==> src/hw/rtl/set_assoc_cache_tag_lookup_assert.svh <==
// Assertion macros shared by the tag lookup RTL.
// Each expects clk_i and rst_ni in the scope where it is used.
`ifndef SET_ASSOC_CACHE_TAG_LOOKUP_ASSERT_SVH
`define SET_ASSOC_CACHE_TAG_LOOKUP_ASSERT_SVH

// Same-cycle implication.
`define SACL_ASSERT_NOW(lbl, ante, cons, msg) \
  lbl: assert property (@(posedge clk_i) disable iff (!rst_ni) (ante) |-> (cons)) \
    else $error(msg);

// Next-cycle implication.
`define SACL_ASSERT_NEXT(lbl, ante, cons, msg) \
  lbl: assert property (@(posedge clk_i) disable iff (!rst_ni) (ante) |=> (cons)) \
    else $error(msg);

`endif

==> src/hw/rtl/sacl_pkg.sv <==
`timescale 1ns / 1ps

package sacl_pkg;

  localparam int unsigned ADDR_W        = 32;
  localparam int unsigned OFFSET_W      = 4;
  localparam int unsigned SEED_W        = 16;
  localparam int unsigned CFG_IDX_W     = 1;
  localparam int unsigned CFG_DATA_W    = 16;
  localparam int unsigned COUNT_W       = 32;
  localparam int unsigned WAY_OUT_W     = 2;
  localparam int unsigned SET_OUT_W     = 6;
  localparam int unsigned MOD_W         = 4;
  localparam int unsigned QUEUE_DEPTH   = 2;
  localparam int unsigned SETS_DEFAULT  = 64;
  localparam int unsigned WAYS_DEFAULT  = 4;

  localparam logic [OFFSET_W-1:0] OFFSET_RESET = 4'd5;
  localparam logic [SEED_W-1:0]   SEED_RESET   = 16'd44257;

  // Register indexes on the write port
  localparam logic [CFG_IDX_W-1:0] CFG_OFFSET_BITS = 1'b0;
  localparam logic [CFG_IDX_W-1:0] CFG_RANDOM_SEED = 1'b1;

  typedef enum logic {
    BK_IDLE,
    BK_LOOK
  } back_state_e;

  typedef struct packed {
    logic                  offset_we;
    logic                  seed_we;
    logic [CFG_DATA_W-1:0] data;
  } cfg_wr_t;

  typedef logic [MOD_W-1:0] byte_mod_tbl_t [256];

  // floor(log2(sets))
  function automatic int unsigned idx_bits(int unsigned sets);
    int unsigned b;
    b = 0;
    for (int unsigned i = 1; i < 32; i++) begin
      if ((64'd1 << i) <= 64'(sets)) b = i;
    end
    return b;
  endfunction

  function automatic int unsigned set_bits(int unsigned sets);
    return (idx_bits(sets) > 0) ? idx_bits(sets) : 1;
  endfunction

  function automatic int unsigned way_bits(int unsigned ways);
    return (ways > 1) ? $clog2(ways) : 1;
  endfunction

  // Residues of one byte of a 16-bit value modulo k: entry v holds v mod k for the
  // low byte, or (v * 256) mod k for the high byte. Built by stepping, no divide.
  function automatic byte_mod_tbl_t byte_mod_tbl(int unsigned k, bit high_byte);
    byte_mod_tbl_t tbl;
    int unsigned   step;
    int unsigned   acc;
    step = 0;
    if (high_byte) begin
      for (int i = 0; i < 256; i++) begin
        step = step + 1;
        if (step >= k) step = 0;
      end
    end else begin
      step = (k > 1) ? 1 : 0;
    end
    acc = 0;
    for (int i = 0; i < 256; i++) begin
      tbl[i] = MOD_W'(acc);
      acc = acc + step;
      if (acc >= k) acc = acc - k;
    end
    return tbl;
  endfunction

endpackage

==> src/hw/rtl/sacl_back.sv <==
`timescale 1ns / 1ps
`include "set_assoc_cache_tag_lookup_assert.svh"

module sacl_back #(
  parameter int unsigned SETS = sacl_pkg::SETS_DEFAULT,
  parameter int unsigned WAYS = sacl_pkg::WAYS_DEFAULT
) (
  input  logic                                    clk_i,
  input  logic                                    rst_ni,
  input  sacl_pkg::cfg_wr_t                       cfg_i,
  input  logic                                    q_valid_i,
  output logic                                    q_pop_o,
  input  logic [sacl_pkg::set_bits(SETS)-1:0]     q_set_i,
  input  logic [sacl_pkg::ADDR_W-sacl_pkg::idx_bits(SETS)-1:0] q_tag_i,
  output logic                                    ram_re_o,
  output logic [sacl_pkg::set_bits(SETS)-1:0]     ram_raddr_o,
  output logic                                    ram_we_o,
  output logic [sacl_pkg::set_bits(SETS)-1:0]     ram_waddr_o,
  output logic [WAYS*(sacl_pkg::ADDR_W-sacl_pkg::idx_bits(SETS))-1:0] ram_wdata_o,
  input  logic [WAYS*(sacl_pkg::ADDR_W-sacl_pkg::idx_bits(SETS))-1:0] ram_rdata_i,
  output logic                                    out_valid_o,
  input  logic                                    out_stall_i,
  output logic                                    hit_o,
  output logic [sacl_pkg::WAY_OUT_W-1:0]          way_o,
  output logic [sacl_pkg::SET_OUT_W-1:0]          set_index_o,
  output logic [sacl_pkg::COUNT_W-1:0]            hit_count_o,
  output logic [sacl_pkg::COUNT_W-1:0]            miss_count_o
);

  localparam int unsigned IB    = sacl_pkg::idx_bits(SETS);
  localparam int unsigned SET_W = sacl_pkg::set_bits(SETS);
  localparam int unsigned TAG_W = sacl_pkg::ADDR_W - IB;
  localparam int unsigned WAY_W = sacl_pkg::way_bits(WAYS);
  localparam int unsigned CNT_W = $clog2(WAYS + 1);
  localparam int unsigned NSETS = 2 ** IB;
  localparam int unsigned ROW_W = WAYS * TAG_W;
  localparam int unsigned SUM_W = sacl_pkg::MOD_W + 1;

  sacl_pkg::back_state_e state_q, state_d;

  logic [SET_W-1:0]                cur_set_q;
  logic [TAG_W-1:0]                cur_tag_q;
  logic [WAY_W-1:0]                res_q [WAYS];
  logic [WAY_W-1:0]                res_d [WAYS];
  logic [sacl_pkg::SEED_W-1:0]     lfsr_q;
  logic [sacl_pkg::SEED_W-1:0]     lfsr_step;
  logic [sacl_pkg::COUNT_W-1:0]    hits_q, misses_q;
  logic [WAYS-1:0]                 valid_q [NSETS];
  logic                            out_valid_q;
  logic                            out_hit_q;
  logic [WAY_W-1:0]                out_way_q;
  logic [SET_W-1:0]                out_set_q;

  logic                            commit;
  logic [WAYS-1:0]                 valid_row;
  logic [WAYS-1:0]                 hit_vec;
  logic                            hit;
  logic [WAY_W-1:0]                hit_way;
  logic [WAY_W-1:0]                victim;
  logic [WAY_W-1:0]                way_sel;
  logic [ROW_W-1:0]                wr_row;

  // Residues of the LFSR modulo every candidate count, one table pair per divisor.
  for (genvar K = 1; K <= WAYS; K++) begin : g_res
    localparam sacl_pkg::byte_mod_tbl_t LoTbl = sacl_pkg::byte_mod_tbl(K, 1'b0);
    localparam sacl_pkg::byte_mod_tbl_t HiTbl = sacl_pkg::byte_mod_tbl(K, 1'b1);
    logic [SUM_W-1:0] sum;
    assign sum = {1'b0, LoTbl[lfsr_q[7:0]]} + {1'b0, HiTbl[lfsr_q[15:8]]};
    assign res_d[K-1] = (sum >= (SUM_W)'(K)) ? WAY_W'(sum - (SUM_W)'(K)) : WAY_W'(sum);
  end

  assign lfsr_step = {lfsr_q[0] ^ lfsr_q[2] ^ lfsr_q[3] ^ lfsr_q[5], lfsr_q[15:1]};

  assign valid_row = valid_q[cur_set_q];

  always_comb begin : lookup
    logic [WAYS-1:0]  inv;
    logic [CNT_W-1:0] n_inv;
    logic [CNT_W-1:0] below;
    logic [WAY_W-1:0] pick;
    for (int i = 0; i < WAYS; i++) begin
      hit_vec[i] = valid_row[i] && (ram_rdata_i[i*TAG_W +: TAG_W] == cur_tag_q);
    end
    hit     = |hit_vec;
    hit_way = '0;
    for (int i = WAYS - 1; i >= 0; i--) begin
      if (hit_vec[i]) hit_way = WAY_W'(i);
    end
    // Victim: pick among invalid ways, or among all ways when the set is full.
    inv    = ~valid_row;
    n_inv  = CNT_W'($countones(inv));
    pick   = (n_inv == '0) ? '0 : res_q[WAY_W'(n_inv - 1'b1)];
    below  = '0;
    victim = res_q[WAYS-1];
    if (n_inv != '0) begin
      victim = '0;
      for (int i = 0; i < WAYS; i++) begin
        below = CNT_W'($countones(inv & ((WAYS'(1) << i) - WAYS'(1))));
        if (inv[i] && (below == CNT_W'(pick))) victim = WAY_W'(i);
      end
    end
    way_sel = hit ? hit_way : victim;
    wr_row  = ram_rdata_i;
    for (int i = 0; i < WAYS; i++) begin
      if (victim == WAY_W'(i)) wr_row[i*TAG_W +: TAG_W] = cur_tag_q;
    end
  end

  // Next state
  always_comb begin
    state_d = state_q;
    unique case (state_q)
      sacl_pkg::BK_IDLE: begin
        if (q_valid_i) state_d = sacl_pkg::BK_LOOK;
      end
      sacl_pkg::BK_LOOK: begin
        if (!out_valid_q || !out_stall_i) state_d = sacl_pkg::BK_IDLE;
      end
      default: state_d = sacl_pkg::BK_IDLE;
    endcase
  end

  // State outputs
  always_comb begin
    q_pop_o  = 1'b0;
    ram_re_o = 1'b0;
    commit   = 1'b0;
    unique case (state_q)
      sacl_pkg::BK_IDLE: begin
        if (q_valid_i) begin
          q_pop_o  = 1'b1;
          ram_re_o = 1'b1;
        end
      end
      sacl_pkg::BK_LOOK: begin
        commit = !out_valid_q || !out_stall_i;
      end
      default: begin
        commit = 1'b0;
      end
    endcase
  end

  assign ram_raddr_o = q_set_i;
  assign ram_we_o    = commit && !hit;
  assign ram_waddr_o = cur_set_q;
  assign ram_wdata_o = wr_row;

  always_ff @(posedge clk_i or negedge rst_ni) begin
    if (!rst_ni) begin
      state_q     <= sacl_pkg::BK_IDLE;
      lfsr_q      <= sacl_pkg::SEED_RESET;
      hits_q      <= '0;
      misses_q    <= '0;
      out_valid_q <= 1'b0;
      valid_q     <= '{default: '0};
    end else begin
      state_q <= state_d;
      if (cfg_i.seed_we) begin
        lfsr_q <= (cfg_i.data == '0) ? sacl_pkg::SEED_RESET : cfg_i.data;
      end else if (commit && !hit) begin
        lfsr_q <= lfsr_step;
      end
      if (commit) begin
        out_valid_q <= 1'b1;
        if (hit) begin
          if (hits_q != '1) hits_q <= hits_q + 1'b1;
        end else begin
          if (misses_q != '1) misses_q <= misses_q + 1'b1;
          valid_q[cur_set_q][victim] <= 1'b1;
        end
      end else if (!out_stall_i) begin
        out_valid_q <= 1'b0;
      end
    end
  end

  always_ff @(posedge clk_i) begin
    if (ram_re_o) begin
      cur_set_q <= q_set_i;
      cur_tag_q <= q_tag_i;
      res_q     <= res_d;
    end
    if (commit) begin
      out_hit_q <= hit;
      out_way_q <= way_sel;
      out_set_q <= cur_set_q;
    end
  end

  assign out_valid_o  = out_valid_q;
  assign hit_o        = out_hit_q;
  assign way_o        = (sacl_pkg::WAY_OUT_W)'(out_way_q);
  assign set_index_o  = (sacl_pkg::SET_OUT_W)'(out_set_q);
  assign hit_count_o  = hits_q;
  assign miss_count_o = misses_q;

  `SACL_ASSERT_NEXT(a_read_then_look, ram_re_o, state_q == sacl_pkg::BK_LOOK, "read not followed by lookup")
  `SACL_ASSERT_NOW(a_lfsr_live, 1'b1, lfsr_q != '0, "replacement LFSR locked at zero")
  `SACL_ASSERT_NEXT(a_counts_hold, out_valid_q && out_stall_i, hits_q == $past(hits_q) && misses_q == $past(misses_q), "counters moved under stalled result")
  `SACL_ASSERT_NOW(a_write_on_miss, ram_we_o, state_q == sacl_pkg::BK_LOOK && !hit, "tag write outside a miss")

endmodule

==> config.mk <==
export PLATFORM = sky130hd
export DESIGN_NAME = sacl_back
export DESIGN_NICKNAME = d
export VERILOG_FILES = /design/src/hw/rtl/sacl_pkg.sv /design/src/hw/rtl/sacl_back.sv
export VERILOG_INCLUDE_DIRS = /design/src /design/src/hw/rtl
export SDC_FILE = /design/constraint.sdc
export NUM_CORES = 1
export LEC_CHECK = 0
export BUFFER_PORTS_ARGS = -buffer_cell sky130_fd_sc_hd__buf_2
export CORE_ASPECT_RATIO = 0.5
export CORE_MARGIN = 10
export CORE_UTILIZATION = 52
export DETAILED_ROUTE_END_ITERATION = 6
export PLACE_DENSITY = 0.81
export SYNTH_ARGS = -nofsm -noshare
export SYNTH_HDL_FRONTEND = slang
export SYNTH_SLANG_ARGS = --single-unit
==> constraint.sdc <==
create_clock -name clk_i -period 6.12 [get_ports clk_i]
set_input_delay 0.612 -clock clk_i [delete_from_list [all_inputs] [get_ports clk_i]]
set_output_delay 0.612 -clock clk_i [all_outputs]
set_load 0.03 [all_outputs]
==> impl_results.md <==
- Status: complete, but fails checks
- Violated checks: DRC, setup timing
- Simple-Gate Fraction of Synth Area: 13.0%
- Layout Utilization: 69.4%
- HPWL Detailed: 51000 um
- Worst endpoint required time: 5.51 ns
- Total number of vias: 19300
- Critical Path End Type: output pin
- Routed WL: 79000 um
- Worst Reg2Reg Path Length in Cells: 26
- Yosys warning count: 0
- Filler cell count: 2692
- R2R setup slack: 0.11 ns
- Chip Height: 162 um
- Drt drc: 1
- CTS Buffer Depth: 3
- Highest fanout seen on the critical path: 12
- Mapped Area: 0.0209 sq mm
- Critical Path AT: 5.87 ns
- Slew @ Worst Pin: 1.33 ns
- Placed cell area: 0.0239 sq mm
- Post-synthesis cell count: 1934
- Final setup viols: 104
- # Max-Cap Violations: 0
- Post-synth EDFFs: 45
- Mux cell area share after synthesis: 10.6%
- Post-Synth Adder-Cell Area: 1.07%
- Die width: 303 um
- R2R Path End: valid_q[147]$_DFFE_PN0P_
- Synth Flop Type: dfrtp_1
- Synth top area cells: dfrtp_1 40%, edfxtp_1 6.5%, mux2_2 6.0%
- Synth Area in Compound Gates: 15.9%
- Syn Area/Cell: 10.8 sq um
- CORE AREA: 0.0392 sq mm
- Library cells used by synthesis: 78
- Via density: 6.64
- Vias in the first global route: 19200
- Core Rows: 51
- Sequential share of the synthesized area: 47.1%
- Pre-Repair DR Iteration Count: 7
- Antenna violations before repair: 4
- DRT antenna net count: 0
- Minimum clock period: 6.48 ns
- Ys async rst share: 88.3%
- DIE AREA: 0.0490 sq mm
- Ratio of cells with drive above 1 in the final layout: 35.8%
- Launch point of the worst reg-to-reg path: ram_waddr_o[0]$_DFFE_PP_
- Worst skew pair latency: 0.55 ns
- Starting Density: 53.2%
- Tightest Hold Check Type: in -> async
- Largest family of logic cells by synthesized area: compound AO/OA/AOI/OAI gates
- Detailed Route Iter0 Violations: 2260
- Setup crit start kind: register
- Final hold vios: 0
- CTS Buf Count: 36
- Setup repair after global routing missed its margin: yes
- Worst Setup SP: ram_waddr_o[0]$_DFFE_PP_
- Clock sink total: 383
- Synth-to-Final Area Change: 30.5%
- Yosys top cell by area: dfrtp_1
- Setup TNS: -32.32 ns
- GRT overflow: 0
- Reg area: 0.00982 sq mm
- Mapped Nets: 2108
- Nets: 2516
- Post-Synth XOR/XNOR Area: 7.35%
- Tot GR Track Use: 30.7%
- Synth Register Bits: 383
- Cts hold-fix bufs: 0
- Area occupied by multi-input gates: 0.0107 sq mm
- Setup CP Type: reg -> out
- Period Utilization, post-route: 106%
- Relative slew slack: 11.4%
- Post-route design area: 0.0272 sq mm
- Largest net degree at the start of global routing: 178
- Final Max Tran Viols: 0
- Ports: 351
- TritonCTS clock tree: built
- F_max: 154 MHz
- Root Buffer: clkbuf_16
- Worst-path clk slew: 0.07 ns
- First-pass GRT wire length: 118000 um
- PnR worst setup slack: -0.365 ns
- RePlAce Congestion: 1.00
- Final worst clock skew: 0.0267 ns
- DR WL/cell: 27.2 um
- H-tree Lvls: 2
- Hold_ws: 0.0707 ns
- Top-area cell type share of the netlist area: 39.6%
- Port bufs: 349
- Crit path capture: ram_wdata_o[38]
-- kinds of logic after synthesis --
kind of cell,after synthesis
buffers and inverters,252
adder cells (fa/ha/maj),16
AND/OR/NAND/NOR,497
AO/OA/AOI/OAI,428
XOR/XNOR,175
multiplexers,183
flip-flops,383
-- synthesized netlist by cell type (all sizes together) (11+ instances only) --
master,instances
a21o,23
a21oi,29
a22oi,11
a31o,11
a31oi,15
a41o,54
and3,32
buf,68
clkbuf,102
dfrtp,330
edfxtp,45
ha,13
inv,81
mux2,115
mux2i,49
mux4,19
nand2,115
nand2b,20
nand3,68
nand3b,12
nand4,50
nor2,41
nor2b,17
nor3,44
nor3b,21
nor4,30
o21ai,23
o21bai,118
o22ai,13
o31ai,57
xnor2,103
xor2,72
-- layout make-up --
class,instances,area share [%]
multi-input combinational,1299,39.4
sequential,383,36.0
timing repair buffer,540,16.7
clock buffer,56,3.89
tap,530,2.43
inverter,82,1.17
clock inverter,6,0.335
antenna,4,0.0367
-- flip-flops by register name, indices dropped and copies added (netlist names) --
register / cells
cur_tag_q: 26
valid_q: 256
hit_o: 1
set_index_o: 6
miss_count_o: 32
hit_count_o: 32
state_q: 1
out_valid_o: 1
way_o: 2
lfsr_q: 16
ram_waddr_o: 6
res_q: 4
-- how the worst min path moves through the flow --
| stage | endpoint | cells past startpoint | startpoint | slack, ns |
|---|---|---|---|---|
| CTS | valid_q[193]$_DFFE_PN0P_ | 1 | rst_ni | 0.10 |
| global placement | valid_q[74]$_DFFE_PN0P_ | 1 | valid_q[74]$_DFFE_PN0P_ | 0.44 |
| floorplan | hit_count_o[0]$_DFFE_PN0P_ | 0 | rst_ni | 0.32 |
| global route | valid_q[193]$_DFFE_PN0P_ | 1 | rst_ni | 0.12 |
| finish | valid_q[193]$_DFFE_PN0P_ | 1 | rst_ni | 0.07 |
| detailed placement | valid_q[38]$_DFFE_PN0P_ | 1 | valid_q[38]$_DFFE_PN0P_ | 0.44 |
-- routing by layer --
| metal | vias to the layer above | share of wire, % | global-route usage (%) |
|---|---|---|---|
| li1 | 7951 | - | - |
| met1 | 9692 | 38 | 39.7 |
| met2 | 1326 | 45 | 47.6 |
| met3 | 292 | 12 | 10.1 |
| met4 | 2 | 4.2 | 11.0 |
| met5 | - | 0.016 | 0 |
-- worst max-delay path, cell delays in order (launching register included) --
cell and delay, ns:
edfxtp_1 0.44, buf_6 0.19, buf_12 0.15, nor2b_4 0.16, a32o_1 0.29, o31ai_2 0.29
buf_4 0.19, o2111a_2 0.25, and2_4 0.17, ha_4 0.14, inv_4 0.03, fa_2 0.34
inv_2 0.07, ha_4 0.20, inv_4 0.05, ha_4 0.20, or3b_4 0.38, a21oi_4 0.21
xor2_2 0.11, nor3_4 0.26, a31oi_4 0.17, a32o_4 0.40, buf_12 0.17, mux2_4 0.31
buf_6 0.14
-- stage by stage --
stage               worst slack (ns)  cells
finish                        -0.365   2900
global route                  -0.455   2899
CTS                           -0.319   2891
detailed placement            -0.325   2780
global placement              -0.239   2780
floorplan                   -0.00802   1934
-- placed cells by master, fill, tap and decap left out, drive strengths merged, types with 20 or more instances in the layout --
cell	Yosys	final
mux2	115	115
inv	81	80
a41o	54	54
nand4	50	50
mux2i	49	49
xnor2	103	103
o31ai	57	57
and3	32	32
nand2b	20	20
nor4	30	30
o21bai	118	118
o21ai	23	23
nand2	115	115
buf	68	532
a21oi	29	29
xor2	72	72
edfxtp	45	45
nor3	44	44
nor3b	21	21
nand3	68	68
clkbuf	102	60
a21o	23	23
dfrtp	330	330
nor2	41	41
-- timing repair --
| item | in CTS | in global routing |
|---|---|---|
| endpoints found under the setup margin | 338 | 105 |
| gates cloned | 15 | 4 |
| resized for setup | 314 | 113 |
| buffers inserted | 36 | 11 |
| pin swaps | 27 | 31 |
Power is not shown: default switching activity piles up to over one toggle a cycle in this logic, so the estimate is an artifact.
