==> config.mk <==
export PLATFORM = sky130hd
export DESIGN_NAME = sacl_ram
export DESIGN_NICKNAME = d
export VERILOG_FILES = /design/src/hw/rtl/set_assoc_cache_tag_lookup_assert.svh /design/src/hw/rtl/sacl_ram.sv
export SDC_FILE = /design/constraint.sdc
export NUM_CORES = 1
export LEC_CHECK = 0
export ABC_AREA = 1
export BUFFER_PORTS_ARGS = -buffer_cell sky130_fd_sc_hd__buf_4
export CORE_UTILIZATION = 44
export CTS_CLUSTER_SIZE = 24
export DETAILED_ROUTE_END_ITERATION = 10
export PLACE_DENSITY = 0.7
export SLEW_MARGIN = 40
export SYNTH_ARGS = -nofsm -noshare
export SYNTH_HDL_FRONTEND = slang
export SYNTH_SLANG_ARGS = --single-unit
==> constraint.sdc <==
create_clock -name clk_i -period 0.9 [get_ports clk_i]
set_input_delay 0.18 -clock clk_i [delete_from_list [all_inputs] [get_ports clk_i]]
set_output_delay 0.18 -clock clk_i [all_outputs]
set_load 0.01 [all_outputs]
==> src/hw/rtl/set_assoc_cache_tag_lookup_assert.svh <==
// Assertion macros shared by the tag lookup RTL.
// Each expects clk_i and rst_ni in the scope where it is used.
`ifndef SET_ASSOC_CACHE_TAG_LOOKUP_ASSERT_SVH
`define SET_ASSOC_CACHE_TAG_LOOKUP_ASSERT_SVH

// Same-cycle implication.
`define SACL_ASSERT_NOW(lbl, ante, cons, msg) \
  lbl: assert property (@(posedge clk_i) disable iff (!rst_ni) (ante) |-> (cons)) \
    else $error(msg);

// Next-cycle implication.
`define SACL_ASSERT_NEXT(lbl, ante, cons, msg) \
  lbl: assert property (@(posedge clk_i) disable iff (!rst_ni) (ante) |=> (cons)) \
    else $error(msg);

`endif

==> src/hw/rtl/sacl_ram.sv <==
`timescale 1ns / 1ps

module sacl_ram #(
  parameter int unsigned WIDTH = 8,
  parameter int unsigned DEPTH = 2
) (
  input  logic                                  clk_i,
  input  logic                                  we_i,
  input  logic [((DEPTH > 1) ? $clog2(DEPTH) : 1)-1:0] waddr_i,
  input  logic [WIDTH-1:0]                      wdata_i,
  input  logic                                  re_i,
  input  logic [((DEPTH > 1) ? $clog2(DEPTH) : 1)-1:0] raddr_i,
  output logic [WIDTH-1:0]                      rdata_o
);

  logic [WIDTH-1:0] mem_q [DEPTH];
  logic [WIDTH-1:0] rdata_q;

  always_ff @(posedge clk_i) begin
    if (we_i) mem_q[waddr_i] <= wdata_i;
    if (re_i) rdata_q <= mem_q[raddr_i];
  end

  assign rdata_o = rdata_q;

endmodule

==> flow_summary.html, run 1 <==
<table>
<tr><th>Metric</th><th>Value</th></tr>
<tr><th colspan="2">Yosys</th></tr>
<tr><td>Synth warnings</td><td>0</td></tr>
<tr><td>Sequential fraction of the synthesis area</td><td>85.71%</td></tr>
<tr><td>Most common cell in the synthesized netlist</td><td>sky130_fd_sc_hd__nand2_1</td></tr>
<tr><td>Top FF cell, synth</td><td>sky130_fd_sc_hd__edfxtp_1</td></tr>
<tr><td>Post-synth ARST share</td><td>0%</td></tr>
<tr><td>Top cells by area in the synthesized netlist</td><td>sky130_fd_sc_hd__edfxtp_1, sky130_fd_sc_hd__nand2_1, sky130_fd_sc_hd__buf_6, sky130_fd_sc_hd__inv_1, sky130_fd_sc_hd__inv_2</td></tr>
<tr><td>Area leader, netlist</td><td>sky130_fd_sc_hd__edfxtp_1</td></tr>
<tr><td>Post-synthesis average cell area</td><td>15.57 um^2</td></tr>
<tr><td>Number of distinct standard cells referenced by the synthesized netlist</td><td>6</td></tr>
<tr><td>Net count after synthesis</td><td>67</td></tr>
<tr><td>Synthesized instance count</td><td>54</td></tr>
<tr><td>#FFs+latches synth</td><td>24</td></tr>
<tr><td>Ranking of synthesized cells by instance count</td><td>sky130_fd_sc_hd__nand2_1, sky130_fd_sc_hd__edfxtp_1, sky130_fd_sc_hd__inv_1</td></tr>
<tr><td>Synth Cell Area</td><td>840.8 um^2</td></tr>
<tr><td>Number of flops mapped to enable cells by yosys</td><td>24</td></tr>
<tr><td>Area share of the largest cell type after synthesis</td><td>85.71%</td></tr>
<tr><th colspan="2">Setup path</th></tr>
<tr><td>Critical Path Max Stage Delay</td><td>0.40 ns</td></tr>
<tr><td>Crit path buffers/inverters</td><td>1</td></tr>
<tr><td>Kind of end point of the critical path</td><td>output port</td></tr>
<tr><td>Register-to-register setup slack</td><td>0.15 ns</td></tr>
<tr><td>Critical R2R Capture</td><td>rdata_o[7]</td></tr>
<tr><td>Crit path launch type</td><td>flip-flop</td></tr>
<tr><td>Largest driver fanout on the critical path</td><td>1</td></tr>
<tr><td>Arrival time at the worst endpoint</td><td>0.83 ns</td></tr>
<tr><td>Critical Path, Cell by Cell</td><td>buf_6</td></tr>
<tr><td>Critical path class</td><td>flip-flop to output port</td></tr>
<tr><td>Cell with the biggest individual delay on the critical path</td><td>sky130_fd_sc_hd__edfxtp_1</td></tr>
<tr><td>Path depth of the worst reg2reg path</td><td>2</td></tr>
<tr><td>Worst EP required</td><td>0.72 ns</td></tr>
<tr><td>Cell family with the largest share of critical-path delay</td><td>flip-flops</td></tr>
<tr><td>Reg2reg start</td><td>mem_q[1][7]</td></tr>
<tr><th colspan="2">Clocking</th></tr>
<tr><td>TritonCTS sink count</td><td>24</td></tr>
<tr><td>Hold-fix buffers at CTS</td><td>0</td></tr>
<tr><td>Cell chosen for the clock root</td><td>sky130_fd_sc_hd__clkbuf_4</td></tr>
<tr><td>Clock Pin Slew Worst Setup and Hold Paths</td><td>0.12 ns</td></tr>
<tr><td>Clock latency on the worst-skew pair</td><td>0.29 ns</td></tr>
<tr><td>Deepest clock path buffer count</td><td>2</td></tr>
<tr><td>TritonCTS Buffers</td><td>3</td></tr>
<tr><td># Post-CTS Setup Buffers</td><td>0</td></tr>
<tr><td>CTS tree</td><td>done</td></tr>
<tr><td>Max H-tree Level</td><td>1</td></tr>
<tr><th colspan="2">STA</th></tr>
<tr><td>Final worst path period share</td><td>112.2%</td></tr>
<tr><td>Final setup fails</td><td>8</td></tr>
<tr><td>Setup repair after global routing missed its margin</td><td>yes</td></tr>
<tr><td>Final total negative setup slack</td><td>-0.8121 ns</td></tr>
<tr><td>Final critical-path required period</td><td>1.010 ns</td></tr>
<tr><td>Max Clk Rate</td><td>990.2 MHz</td></tr>
<tr><td>Clk_skew</td><td>0.002294 ns</td></tr>
<tr><td>Worst slew margin relative to its limit</td><td>80.11%</td></tr>
<tr><td>Number of slew-limit violations in the final report</td><td>0</td></tr>
<tr><td>Actual slew at the worst max-slew pin</td><td>0.2981 ns</td></tr>
<tr><td>Post-route worst setup slack</td><td>-0.1099 ns</td></tr>
<tr><td>Number of hold violations in the final report</td><td>0</td></tr>
<tr><th colspan="2">Outcome</th></tr>
<tr><td>Run status</td><td>complete, but fails checks</td></tr>
<tr><td>Violations in the final reports</td><td>setup timing</td></tr>
<tr><th colspan="2">Placement</th></tr>
<tr><td>Buffers added on ports</td><td>20</td></tr>
<tr><td>Worst Setup Slack post-DPL</td><td>0.006390 ns</td></tr>
<tr><td>Gp weighted congestion</td><td>0.7196</td></tr>
<tr><td>DP HPWL</td><td>782.6 um</td></tr>
<tr><th colspan="2">Layout</th></tr>
<tr><td>Area taken by multi-input logic gates</td><td>100.1 um^2</td></tr>
<tr><td>Fin nets</td><td>92</td></tr>
<tr><td>Antenna diodes</td><td>0</td></tr>
<tr><td>Ratio of cells with drive above 1 in the final layout</td><td>33.33%</td></tr>
<tr><td>Layout-stage area growth over the synthesis result</td><td>27.68%</td></tr>
<tr><td>Register area</td><td>720.7 um^2</td></tr>
<tr><td>Count of fill cells added during filler insertion</td><td>149</td></tr>
<tr><th colspan="2">Die</th></tr>
<tr><td>Initial cell density of the core</td><td>47.66%</td></tr>
<tr><td>Area of the core region</td><td>0.001764 mm^2</td></tr>
<tr><td>Die Span Y</td><td>45.72 um</td></tr>
<tr><td>I/O pin count</td><td>21</td></tr>
<tr><td>Die ar.</td><td>0.002090 mm^2</td></tr>
<tr><td>Number of standard-cell rows in the floorplan</td><td>15</td></tr>
<tr><td>Width of the die</td><td>45.72 um</td></tr>
<tr><th colspan="2">Pwr</th></tr>
<tr><td>Max IR drop VDD</td><td>0.9967 mV</td></tr>
<tr><td>Power density of the placed cells</td><td>1818 mW/mm^2</td></tr>
<tr><td>Leakage power total</td><td>0.0004469 uW</td></tr>
<tr><th colspan="2">Global route</th></tr>
<tr><td>M2 GR Usage</td><td>20.00%</td></tr>
<tr><td>Initial antenna violation count</td><td>0</td></tr>
<tr><td>First-pass GRT wire length</td><td>1635 um</td></tr>
<tr><td>Global Route met3 Usage</td><td>2.778%</td></tr>
<tr><td>Congestion Overflow GR</td><td>0</td></tr>
<tr><td>Vias in the first global route</td><td>394</td></tr>
<tr><td>Pin count of the biggest net entering global routing</td><td>14</td></tr>
<tr><td>Layer with the highest usage after global routing</td><td>met2</td></tr>
<tr><td>Total routing resource utilization after global routing</td><td>12.20%</td></tr>
<tr><td>Met1 Usage GRT</td><td>13.15%</td></tr>
<tr><th colspan="2">Worst hold path</th></tr>
<tr><td>Hold-critical path depth</td><td>1</td></tr>
<tr><td>Hold_sp</td><td>wdata_i[7]</td></tr>
<tr><td>Hold EP</td><td>mem_q[0][7]</td></tr>
<tr><td>Class of the worst hold path</td><td>input port to flip-flop</td></tr>
<tr><th colspan="2">Routing</th></tr>
<tr><td>DRC violation total after the first TritonRoute iteration</td><td>2</td></tr>
<tr><td>Overall routed net length</td><td>1027 um</td></tr>
<tr><td>Remaining number of nets flagged by the antenna check after routing</td><td>0</td></tr>
<tr><td>Average via count per standard cell</td><td>4.301</td></tr>
<tr><td>Number of iterations in the first detailed-routing pass</td><td>3</td></tr>
<tr><td>Total via count after detailed routing</td><td>443</td></tr>
<tr><td>Routed WL per cell</td><td>9.971 um</td></tr>
<tr><td>Residual DRC</td><td>0</td></tr>
<tr><th colspan="2">Flow run</th></tr>
<tr><td>Max-Cap Viols</td><td>0</td></tr>
</table>
power breakdown:
| group | total (uW) | internal [uW] | switching (uW) | leakage (uW) |
|---|---|---|---|---|
| Sequential | 1340 | 1320 | 23.0 | 0.000230 |
| Clock | 437 | 161 | 276 | 0.0000154 |
| Combinational | 173 | 94.6 | 78.8 | 0.000202 |
| Total | 1950 | 1570 | 377 | 0.000447 |
cells by family after synthesis:
kind of cell,Yosys count,share of synthesized area [%]
AND/OR/NAND/NOR,26,11.61
buffers and inverters,4,2.678
flip-flops,24,85.71
what timing repair did:
| item | 4_1_cts | 5_1_grt |
|---|---|---|
| setup endpoints to repair | 8 | 8 |
| resized for setup | 1 | 6 |
| pin swaps | 0 | 0 |
cell type report:
type,count,area share (%)
Sequential cell,24,67.13
Timing Repair Buffer,21,17.13
Multi-Input combinational cell,26,9.324
Tap cell,25,2.914
Clock buffer,3,2.098
Inverter,3,1.049
Clock inverter,1,0.3497
routing by layer:
metal / wire length [um] / vias to the layer above
met5: 0 / -
met1: 408 / 193
met4: 25 / 0
met3: 53 / 2
met2: 540 / 18
li1: - / 230
worst max-delay path by stage:
| stage | startpoint | end | slack (ns) | cells after the start |
|---|---|---|---|---|
| 2_1_floorplan | we_i | mem_q[0][0] | 0.11 | 2 |
| 3_3_place_gp | waddr_i | mem_q[1][0] | 0.04 | 3 |
| 3_5_place_dp | waddr_i | mem_q[1][0] | 0.006 | 3 |
| 4_1_cts | rdata_o[7] | rdata_o[7] | -0.13 | 1 |
| 5_1_grt | rdata_o[3] | rdata_o[3] | -0.16 | 1 |
| 6_report | rdata_o[7] | rdata_o[7] | -0.11 | 1 |
through the flow:
step | instances | hold WS, ns | instance area (um^2) | util (%) | power, uW
after floorplan | 54 | 0.2789 | 843.3 | - | 1427
after global placement | 99 | 0.3657 | 1021 | 57.87 | 1522
after detailed placement | 99 | 0.3676 | 1021 | 57.87 | 1528
after CTS | 103 | 0.04968 | 1051 | 59.57 | 1955
after global routing | 103 | 0.03757 | 1074 | 60.85 | 2042
final | 103 | 0.05813 | 1074 | 60.85 | 1952
registers in the layout, indices dropped and copies added, names as in the netlist:
name and flops:
mem_q 16, rdata_o 8
placed cells by master, fill, tap and decap left out:
master / instances
sky130_fd_sc_hd__inv_2: 1
sky130_fd_sc_hd__buf_4: 14
sky130_fd_sc_hd__nand2_1: 25
sky130_fd_sc_hd__inv_1: 2
sky130_fd_sc_hd__clkbuf_4: 3
sky130_fd_sc_hd__nor2_2: 1
sky130_fd_sc_hd__clkinv_1: 1
sky130_fd_sc_hd__edfxtp_1: 24
sky130_fd_sc_hd__buf_6: 7
No activity file was read; power rests on OpenSTA's default activity.
==> inputs of run 2 (changes only) <==
--- a/config.mk
+++ b/config.mk
@@ -6,11 +6,11 @@
 export NUM_CORES = 1
 export LEC_CHECK = 0
 export ABC_AREA = 1
-export BUFFER_PORTS_ARGS = -buffer_cell sky130_fd_sc_hd__buf_4
-export CORE_UTILIZATION = 44
+export CORE_UTILIZATION = 52
 export CTS_CLUSTER_SIZE = 24
 export DETAILED_ROUTE_END_ITERATION = 10
-export PLACE_DENSITY = 0.7
+export DONT_BUFFER_PORTS = 1
+export PLACE_DENSITY = 0.66
 export SLEW_MARGIN = 40
 export SYNTH_ARGS = -nofsm -noshare
 export SYNTH_HDL_FRONTEND = slang
==> flow_summary.html, run 2 (synthesis gave the netlist of run 1 again) <==
<table>
<tr><th>Metric</th><th>Value</th></tr>
<tr><th colspan="2">Layout</th></tr>
<tr><td>Highest-count cells in the layout ignoring fill and taps</td><td>sky130_fd_sc_hd__nand2_1, sky130_fd_sc_hd__edfxtp_1, sky130_fd_sc_hd__dlygate4sd3_1 (was sky130_fd_sc_hd__nand2_1, sky130_fd_sc_hd__edfxtp_1, sky130_fd_sc_hd__buf_4)</td></tr>
<tr><td>Register ranked first by flip-flop count</td><td>mem_q (unchanged)</td></tr>
<tr><td>Layout-stage area growth over the synthesis result</td><td>15.63% (was 27.68%)</td></tr>
<tr><td>Antenna diodes</td><td>0 (unchanged)</td></tr>
<tr><td>Fin nets</td><td>81 (was 92)</td></tr>
<tr><td>Post-layout instance area</td><td>972.2 um^2 (was 0.001074 mm^2)</td></tr>
<tr><td>Number of flip-flops under the largest register name</td><td>16 (unchanged)</td></tr>
<tr><td>Register area</td><td>720.7 um^2 (unchanged)</td></tr>
<tr><td>Most common library cell in the layout ignoring fill and taps</td><td>sky130_fd_sc_hd__nand2_1 (unchanged)</td></tr>
<tr><td>Count of fill cells added during filler insertion</td><td>117 (was 149)</td></tr>
<tr><td>Area taken by multi-input logic gates</td><td>100.1 um^2 (unchanged)</td></tr>
<tr><td>Ratio of cells with drive above 1 in the final layout</td><td>9.091% (was 33.33%)</td></tr>
<tr><td>Final non-filler cell total</td><td>82 (was 103)</td></tr>
<tr><th colspan="2">Pwr</th></tr>
<tr><td>Max IR drop VDD</td><td>1.158 mV (was 0.9967 mV)</td></tr>
<tr><td>Power density of the placed cells</td><td>1923 mW/mm^2 (was 1818 mW/mm^2)</td></tr>
<tr><td>Leakage power total</td><td>0.0003780 uW (was 0.0004469 uW)</td></tr>
<tr><th colspan="2">Outcome</th></tr>
<tr><td>Run status</td><td>complete, but fails checks (unchanged)</td></tr>
<tr><td>Violations in the final reports</td><td>setup timing (unchanged)</td></tr>
<tr><th colspan="2">Placement</th></tr>
<tr><td>Buffers added on ports</td><td>0 (was 20)</td></tr>
<tr><td>Post-Place Cells</td><td>70 (was 99)</td></tr>
<tr><td>Gp weighted congestion</td><td>0.5989 (was 0.7196)</td></tr>
<tr><td>Cell area after placement</td><td>859.6 um^2 (was 0.001021 mm^2)</td></tr>
<tr><th colspan="2">Global route</th></tr>
<tr><td>Congestion Overflow GR</td><td>0 (unchanged)</td></tr>
<tr><td>First-pass GRT wire length</td><td>1614 um (was 1635 um)</td></tr>
<tr><td>Total routing resource utilization after global routing</td><td>12.61% (was 12.20%)</td></tr>
<tr><td>Pin count of the biggest net entering global routing</td><td>13 (was 14)</td></tr>
<tr><td>Vias in the first global route</td><td>396 (was 394)</td></tr>
<tr><td>Initial antenna violation count</td><td>0 (unchanged)</td></tr>
<tr><th colspan="2">Setup path</th></tr>
<tr><td>Critical Path, Cell by Cell</td><td>dlygate4sd3_1 (was buf_6)</td></tr>
<tr><td>Cell family with the largest share of critical-path delay</td><td>buffers and inverters (was flip-flops)</td></tr>
<tr><td>Critical path class</td><td>input port to flip-flop (was flip-flop to output port)</td></tr>
<tr><td>Largest driver fanout on the critical path</td><td>8 (was 1)</td></tr>
<tr><td>Cell with the biggest individual delay on the critical path</td><td>sky130_fd_sc_hd__dlygate4sd3_1 (was sky130_fd_sc_hd__edfxtp_1)</td></tr>
<tr><td>Worst EP required</td><td>0.88 ns (was 0.72 ns)</td></tr>
<tr><td>Arrival time at the worst endpoint</td><td>0.90 ns (was 0.83 ns)</td></tr>
<tr><td>Critical Path Max Stage Delay</td><td>0.72 ns (was 0.40 ns)</td></tr>
<tr><td>Kind of end point of the critical path</td><td>flip-flop (was output port)</td></tr>
<tr><td>Crit path buffers/inverters</td><td>1 (unchanged)</td></tr>
<tr><td>Crit path launch type</td><td>input port (was flip-flop)</td></tr>
<tr><th colspan="2">Clocking</th></tr>
<tr><td>TritonCTS sink count</td><td>24 (unchanged)</td></tr>
<tr><td>Clock Pin Slew Worst Setup and Hold Paths</td><td>0.11 ns (was 0.12 ns)</td></tr>
<tr><td>TritonCTS Buffers</td><td>3 (unchanged)</td></tr>
<tr><td>CTS tree</td><td>done (unchanged)</td></tr>
<tr><td>Cell chosen for the clock root</td><td>sky130_fd_sc_hd__clkbuf_4 (unchanged)</td></tr>
<tr><td>Post-cts repair resize count</td><td>0 (was 1)</td></tr>
<tr><td>Deepest clock path buffer count</td><td>2 (unchanged)</td></tr>
<tr><td>Clock latency on the worst-skew pair</td><td>0.29 ns (about the same)</td></tr>
<tr><td># Post-CTS Setup Buffers</td><td>0 (unchanged)</td></tr>
<tr><td>Max H-tree Level</td><td>1 (unchanged)</td></tr>
<tr><th colspan="2">Die</th></tr>
<tr><td>Width of the die</td><td>42.21 um (was 45.72 um)</td></tr>
<tr><td>Initial cell density of the core</td><td>55.81% (was 47.66%)</td></tr>
<tr><td>Area of the core region</td><td>0.001506 mm^2 (was 0.001764 mm^2)</td></tr>
<tr><td>Number of standard-cell rows in the floorplan</td><td>14 (was 15)</td></tr>
<tr><td>Die ar.</td><td>0.001782 mm^2 (was 0.002090 mm^2)</td></tr>
<tr><td>I/O pin count</td><td>21 (unchanged)</td></tr>
<tr><td>Die Span Y</td><td>42.21 um (was 45.72 um)</td></tr>
<tr><th colspan="2">STA</th></tr>
<tr><td>Worst slew margin relative to its limit</td><td>79.01% (was 80.11%)</td></tr>
<tr><td>Post-route worst setup slack</td><td>-0.02145 ns (was -0.1099 ns)</td></tr>
<tr><td>Final setup fails</td><td>16 (was 8)</td></tr>
<tr><td>Max Clk Rate</td><td>1085 MHz (was 990.2 MHz)</td></tr>
<tr><td>Number of hold violations in the final report</td><td>0 (unchanged)</td></tr>
<tr><td>Setup repair after global routing missed its margin</td><td>yes (unchanged)</td></tr>
<tr><td>Number of slew-limit violations in the final report</td><td>0 (unchanged)</td></tr>
<tr><td>Final worst path period share</td><td>102.4% (was 112.2%)</td></tr>
<tr><td>Final critical-path required period</td><td>0.9215 ns (was 1.010 ns)</td></tr>
<tr><td>Actual slew at the worst max-slew pin</td><td>0.3138 ns (was 0.2981 ns)</td></tr>
<tr><td>Clk_skew</td><td>0.0009144 ns (was 0.002294 ns)</td></tr>
<tr><th colspan="2">Routing</th></tr>
<tr><td>Total via count after detailed routing</td><td>400 (was 443)</td></tr>
<tr><td>Residual DRC</td><td>0 (unchanged)</td></tr>
<tr><td>Routed WL per cell</td><td>11.89 um (was 9.971 um)</td></tr>
<tr><td>DRC violation total after the first TritonRoute iteration</td><td>5 (was 2)</td></tr>
<tr><td>Average via count per standard cell</td><td>4.878 (was 4.301)</td></tr>
<tr><td>Number of iterations in the first detailed-routing pass</td><td>4 (was 3)</td></tr>
<tr><td>Overall routed net length</td><td>975 um (was 1027 um)</td></tr>
<tr><td>Remaining number of nets flagged by the antenna check after routing</td><td>0 (unchanged)</td></tr>
<tr><th colspan="2">Flow run</th></tr>
<tr><td>Max-Cap Viols</td><td>0 (unchanged)</td></tr>
<tr><th colspan="2">Worst hold path</th></tr>
<tr><td>Class of the worst hold path</td><td>input port to flip-flop (unchanged)</td></tr>
</table>
## run 2: changes by cell type in the layout (fill, tap and decap cells not counted), sizes merged
| cell | before | now |
|---|---|---|
| clkinv | 1 | 0 |
| buf | 21 | 1 |
| dlygate4sd3 | 0 | 9 |
## run 2: final cells by class
cell class | instances | share of cell area, %
inverters | 3 | 1.158
repair buffers | 10 | 10.04
clock buffers | 3 | 2.317
multi-input cells | 26 | 10.30
flip-flops and latches | 24 | 74.13
well taps | 16 | 2.059
## run 2: stage by stage
stage	util (%)	setup TNS (ns)	power (uW)	hold WS, ns	setup slack (ns)
global route	64.53	-0.5003	1936	0.05883	-0.04354
finish	64.53	-0.2122	1870	0.06671	-0.02145
floorplan	-	0	1427	0.2789	0.1127
detailed placement	57.06	0	1439	0.2789	0.1042
global placement	57.06	0	1435	0.2790	0.1337
CTS	63.87	-0.1391	1881	-0.02077	-0.01908
## run 2: final timing paths
kind / slack [ns] / depth (start not counted) / endpoint / start
hold reg to reg: 0.52 / 2 / rdata_o[6] / mem_q[0][6]
setup / recovery: -0.02 / 1 / rdata_o[3] / re_i
hold / removal: 0.07 / 2 / rdata_o[6] / raddr_i
setup reg to reg: 0.15 / 2 / rdata_o[1] / mem_q[0][1]
## run 2: layer usage
metal	GRT usage [%]	vias to the layer above	part of all wire, %
met5	0	-	0
met4	9.375	0	0.92
met3	3.017	2	5.4
met2	20.31	19	51
met1	14.51	173	42
li1	-	206	-
## run 2: timing repair
action	in CTS	in global routing
hold buffers	8	1
gates cloned	0	0
setup endpoints to repair	8	8
hold endpoints to repair	24	8
## run 2: power breakdown
group	leakage, uW	internal [uW]	switching, uW
Sequential	0.000230	1320	33.9
Combinational	0.000135	46.4	50.4
Clock	0.0000138	156	264
Total	0.000378	1520	348
